**config.mk**
```make
export PLATFORM = sky130hd
export DESIGN_NAME = lsa_ctrl
export DESIGN_NICKNAME = d
export VERILOG_FILES = /design/src/sv/lsa_pkg.sv /design/src/sv/lsa_ctrl.sv
export SDC_FILE = /design/constraint.sdc
export NUM_CORES = 1
export LEC_CHECK = 0
export BUFFER_PORTS_ARGS = -buffer_cell sky130_fd_sc_hd__buf_2
export CORE_AREA = 2 2 39 41
export DETAILED_ROUTE_END_ITERATION = 7
export DIE_AREA = 0 0 41 43
export GPL_ROUTABILITY_DRIVEN = 0
export PLACE_DENSITY_LB_ADDON = 0.2
export SLEW_MARGIN = 20
export SYNTH_ARGS = -nofsm -noshare
export SYNTH_HDL_FRONTEND = slang
export SYNTH_SLANG_ARGS = --single-unit
```
**constraint.sdc**
```tcl
create_clock -name i_clk -period 2.3 [get_ports i_clk]
set_input_delay 0.46 -clock i_clk [delete_from_list [all_inputs] [get_ports i_clk]]
set_output_delay 0.46 -clock i_clk [all_outputs]
set_load 0.01 [all_outputs]
```
**src/sv/lsa_pkg.sv**
```systemverilog
`timescale 1ns / 1ps

package lsa_pkg;

    // Controller states
    typedef enum logic [2:0] {
        S_CLR,
        S_IDLE,
        S_REM,
        S_RD,
        S_EX
    } t_state;

    // Operation codes carried by an item
    typedef enum logic [2:0] {
        KIND_PROBE  = 3'd0,
        KIND_READ   = 3'd1,
        KIND_WRITE  = 3'd2,
        KIND_EVICT  = 3'd3,
        KIND_INSERT = 3'd4
    } t_kind;

    typedef struct packed {
        logic load;       // capture the incoming item
        logic rd_en;      // read one set row
        logic rd_sel_in;  // read address straight from the incoming item
        logic rem_step;   // one step of the set-index remainder
        logic clr_wr;     // write a cleared row during the reset sweep
        logic exec;       // update the set row and load the result register
    } t_cmd;

    typedef struct packed {
        logic idx_direct; // set index is a plain bit field of the block number
        logic rem_last;   // last remainder step this cycle
        logic clr_last;   // last row of the clearing sweep this cycle
        logic out_busy;   // result register full and not taken this cycle
    } t_stat;

endpackage

```
**src/sv/lsa_ctrl.sv**
```systemverilog
`timescale 1ns / 1ps

module lsa_ctrl (
    input  logic          i_clk,
    input  logic          i_rst_n,
    input  logic          i_in_valid,
    output logic          o_in_ready,
    input  lsa_pkg::t_stat i_stat,
    output lsa_pkg::t_cmd  o_cmd
);

    lsa_pkg::t_state r_state;
    lsa_pkg::t_state n_state;

    always_ff @(posedge i_clk) begin
        if (!i_rst_n) begin
            r_state <= lsa_pkg::S_CLR;
        end else begin
            r_state <= n_state;
        end
    end

    always_comb begin
        n_state = r_state;
        unique case (r_state)
            lsa_pkg::S_CLR: begin
                if (i_stat.clr_last) begin
                    n_state = lsa_pkg::S_IDLE;
                end
            end
            lsa_pkg::S_IDLE: begin
                if (i_in_valid) begin
                    n_state = i_stat.idx_direct ? lsa_pkg::S_EX : lsa_pkg::S_REM;
                end
            end
            lsa_pkg::S_REM: begin
                if (i_stat.rem_last) begin
                    n_state = lsa_pkg::S_RD;
                end
            end
            lsa_pkg::S_RD: begin
                n_state = lsa_pkg::S_EX;
            end
            lsa_pkg::S_EX: begin
                if (!i_stat.out_busy) begin
                    n_state = lsa_pkg::S_IDLE;
                end
            end
            default: n_state = lsa_pkg::S_CLR;
        endcase
    end

    always_comb begin
        o_cmd      = '0;
        o_in_ready = 1'b0;
        unique case (r_state)
            lsa_pkg::S_CLR: begin
                o_cmd.clr_wr = 1'b1;
            end
            lsa_pkg::S_IDLE: begin
                o_in_ready = 1'b1;
                if (i_in_valid) begin
                    o_cmd.load = 1'b1;
                    // power-of-two sets: index is known now, read the row at once
                    if (i_stat.idx_direct) begin
                        o_cmd.rd_en     = 1'b1;
                        o_cmd.rd_sel_in = 1'b1;
                    end
                end
            end
            lsa_pkg::S_REM: begin
                o_cmd.rem_step = 1'b1;
            end
            lsa_pkg::S_RD: begin
                o_cmd.rd_en = 1'b1;
            end
            lsa_pkg::S_EX: begin
                o_cmd.exec = !i_stat.out_busy;
            end
            default: ;
        endcase
    end

endmodule

```
==> results by group <==
Cells and area
  – Filler cells: 154
  – Fin util: 0.229
  – Top flop regs: r_state: 3 flops
  – Nets: 47
  – FF/Latch Area: 60.1 sq um
  – Area of the multi-input gates: 141 sq um
  – Max FFs per register: 3
  – Diode count: 0
  – Reg with most FFs: r_state
  – P&R area growth vs syn: 46.2%
  – Layout cells sized above 1: 0.564

Clock tree
  – CTS resizes: 0
  – Sink Count: 3
  – Root Buffer: clkbuf_4
  – Hold_buf cts: 0
  – # Post-CTS Setup Buffers: 0
  – TritonCTS clock tree: done
  – Max clock buf depth: 2
  – Later-pin clock latency in the skew report: 0.23 ns
  – Clock-pin slew on the worst setup and hold paths: 0.03 ns
  – H-tree levels: 1
  – Cts bufs inserted: 3

Timing
  – Max-slew headroom: 0.766
  – Final period utilization: 0.740
  – Setup TNS: 0 ns
  – Fmax: 0.587 GHz
  – Hold slack final: between 0.4 and 0.5 ns
  – RSZ-0062 raised after global routing: false
  – Max Transition Viols Final: 0
  – Final setup vio count: 0
  – Tmin final: 1.70 ns
  – Tightest Pin Transition: around 0.35 ns
  – Clock Skew: 0.00185 ns
  – Hold Vio Cnt, Final: 0

GRT
  – First-pass GRT wire length: 848 microns
  – Initial antenna violation count: 0
  – GRT Overall Usage: 0.0822
  – Vias in the first global route: 210
  – Largest net degree at the start of global routing: 10
  – Grt total ovfl: 0

Synth
  – Yosys warning count: 0
  – Post-synthesis register bit count: 3
  – Distinct cells, synth: 18
  – Synth cell count leaders: dfxtp_1 (3), nor3_1 (3), nor2_2 (2)
  – FFs w/ async S/R, synth: 0
  – Syn_nets: 30
  – Sequential-to-total area share from yosys stat: 0.277
  – Mapped Avg Cell Area: 9.41 sq um
  – Top FF cell, synth: dfxtp_1
  – Mapped Cells: 23
  – Number of synthesized flops with an enable pin: 0
  – Synth area leaders: dfxtp_1 (28%), nor4_4 (9.8%), nor3_1 (6.9%)
  – Mapped Area: 216 sq um
  – Synth top area share: 0.277
  – Largest area contributor in the netlist: dfxtp_1

Drt
  – DRT Wirelength: 484 microns
  – Routed WL per cell: slightly below 9 microns
  – Vias per cell: 4.22
  – DRC: 0
  – Initial drt markers: 2
  – Vias: 232
  – Pre-antenna DRT Iters: 2
  – Routed Antenna Nets: 0

Power
  – PnR Total Power: 189 uW
  – Pwr dens: 596 nW/um^2
  – Leakage power: 0.139 nW
  – VDD IR max: 0.293 mV

Worst setup path
  – Crit Path Class: reg -> out
  – Worst Setup SP: r_state[0]
  – Crit path DAT: 1.24 ns
  – Slowest stage delay, CP: 0.49 ns
  – Worst Path Required: 1.84 ns
  – Crit-path max FO: 7
  – Critical-path cell list: nand2b_2 > nor2_2 > and3_1 > buf_2
  – Reg2reg start: r_state[1]
  – Worst path slowest cell: dfxtp_1
  – Endpoint type of the worst setup path: output port
  – Startpoint Class: flop

Floorplanning
  – DIE AREA: 1760 sq um
  – Die width: 41 microns
  – # IOs: 14
  – CORE AREA: between 1000 and 1500 sq um
  – Die Y: around 43 microns
  – # rows: 14
  – Initial Util: 0.156

Status
  – Run status: finished, final reports clean

Min path
  – HP Class: in -> reg
  – Beginning of the worst hold path: i_rst_n

Flow run
  – Max-cap violations: 0

Placed design
  – Input/output buffers: 13
-- layout make-up --
| cell class | instances | share of cell area |
|---|---|---|
| clock buffers | 4 | 0.0830 |
| inverters | 1 | 0.0119 |
| multi-input cells | 18 | 0.447 |
| flip-flops and latches | 3 | 0.190 |
| well taps | 16 | 0.0632 |
| repair buffers | 13 | 0.206 |
-- per-layer routing --
metal  GRT usage  vias to the layer above  share of wire  routed length (microns)
met5           0                        -              0                        0
met4      0.0600                        0              0                        0
met3      0.0942                        0           0.11                       55
met2       0.100                       11           0.45                      219
met1      0.0737                      104           0.43                      208
li1            -                      117              -                        -
-- critical path: cells and delay by family, from the launching register on --
kind | cells | cell delay [ns]
flip-flops | 1 | 0.49
AND/OR/NAND/NOR | 3 | 0.40
buffers and inverters | 1 | 0.12
-- through the flow --
stage	cells	worst slack, ns	instance area (sq um)
3_5_place_dp	51	0.830	290
6_report	55	0.597	317
5_1_grt	55	0.433	317
2_1_floorplan	23	0.886	216
4_1_cts	55	0.569	317
3_3_place_gp	51	0.857	290
-- report_power, final --
group          switching, mW  internal [mW]
sequential           0.00708         0.0554
combinational         0.0178         0.0183
clock                 0.0253         0.0649
-- path summary, 6_finish.rpt --
check / end / slack (ns) / depth (start not counted)
max: o_cmd[3] / 0.60 / 4
min: r_state[2] / 0.47 / 2
max reg2reg: r_state[0] / 1.09 / 3
min reg2reg: r_state[1] / 0.67 / 2
-- cells by family (layout without fill, tap and decap cells) --
logic type	after synthesis	in the layout	share of synthesized area
and+or+nand+nor	13	13	0.468
DFF	3	3	0.277
AOI/OAI and AO/OA	4	4	0.139
muxes	1	1	0.0462
buffers and inverters	2	18	0.0693
-- layout by cell type (no fill, tap or decap), types with 2 or more instances in the layout --
master | netlist | routed
buf_2 | 0 | 13
nor3_1 | 3 | 3
clkbuf_4 | 0 | 3
dfxtp_1 | 3 | 3
nor2_2 | 2 | 2
Power figures use the tool's default switching activity.
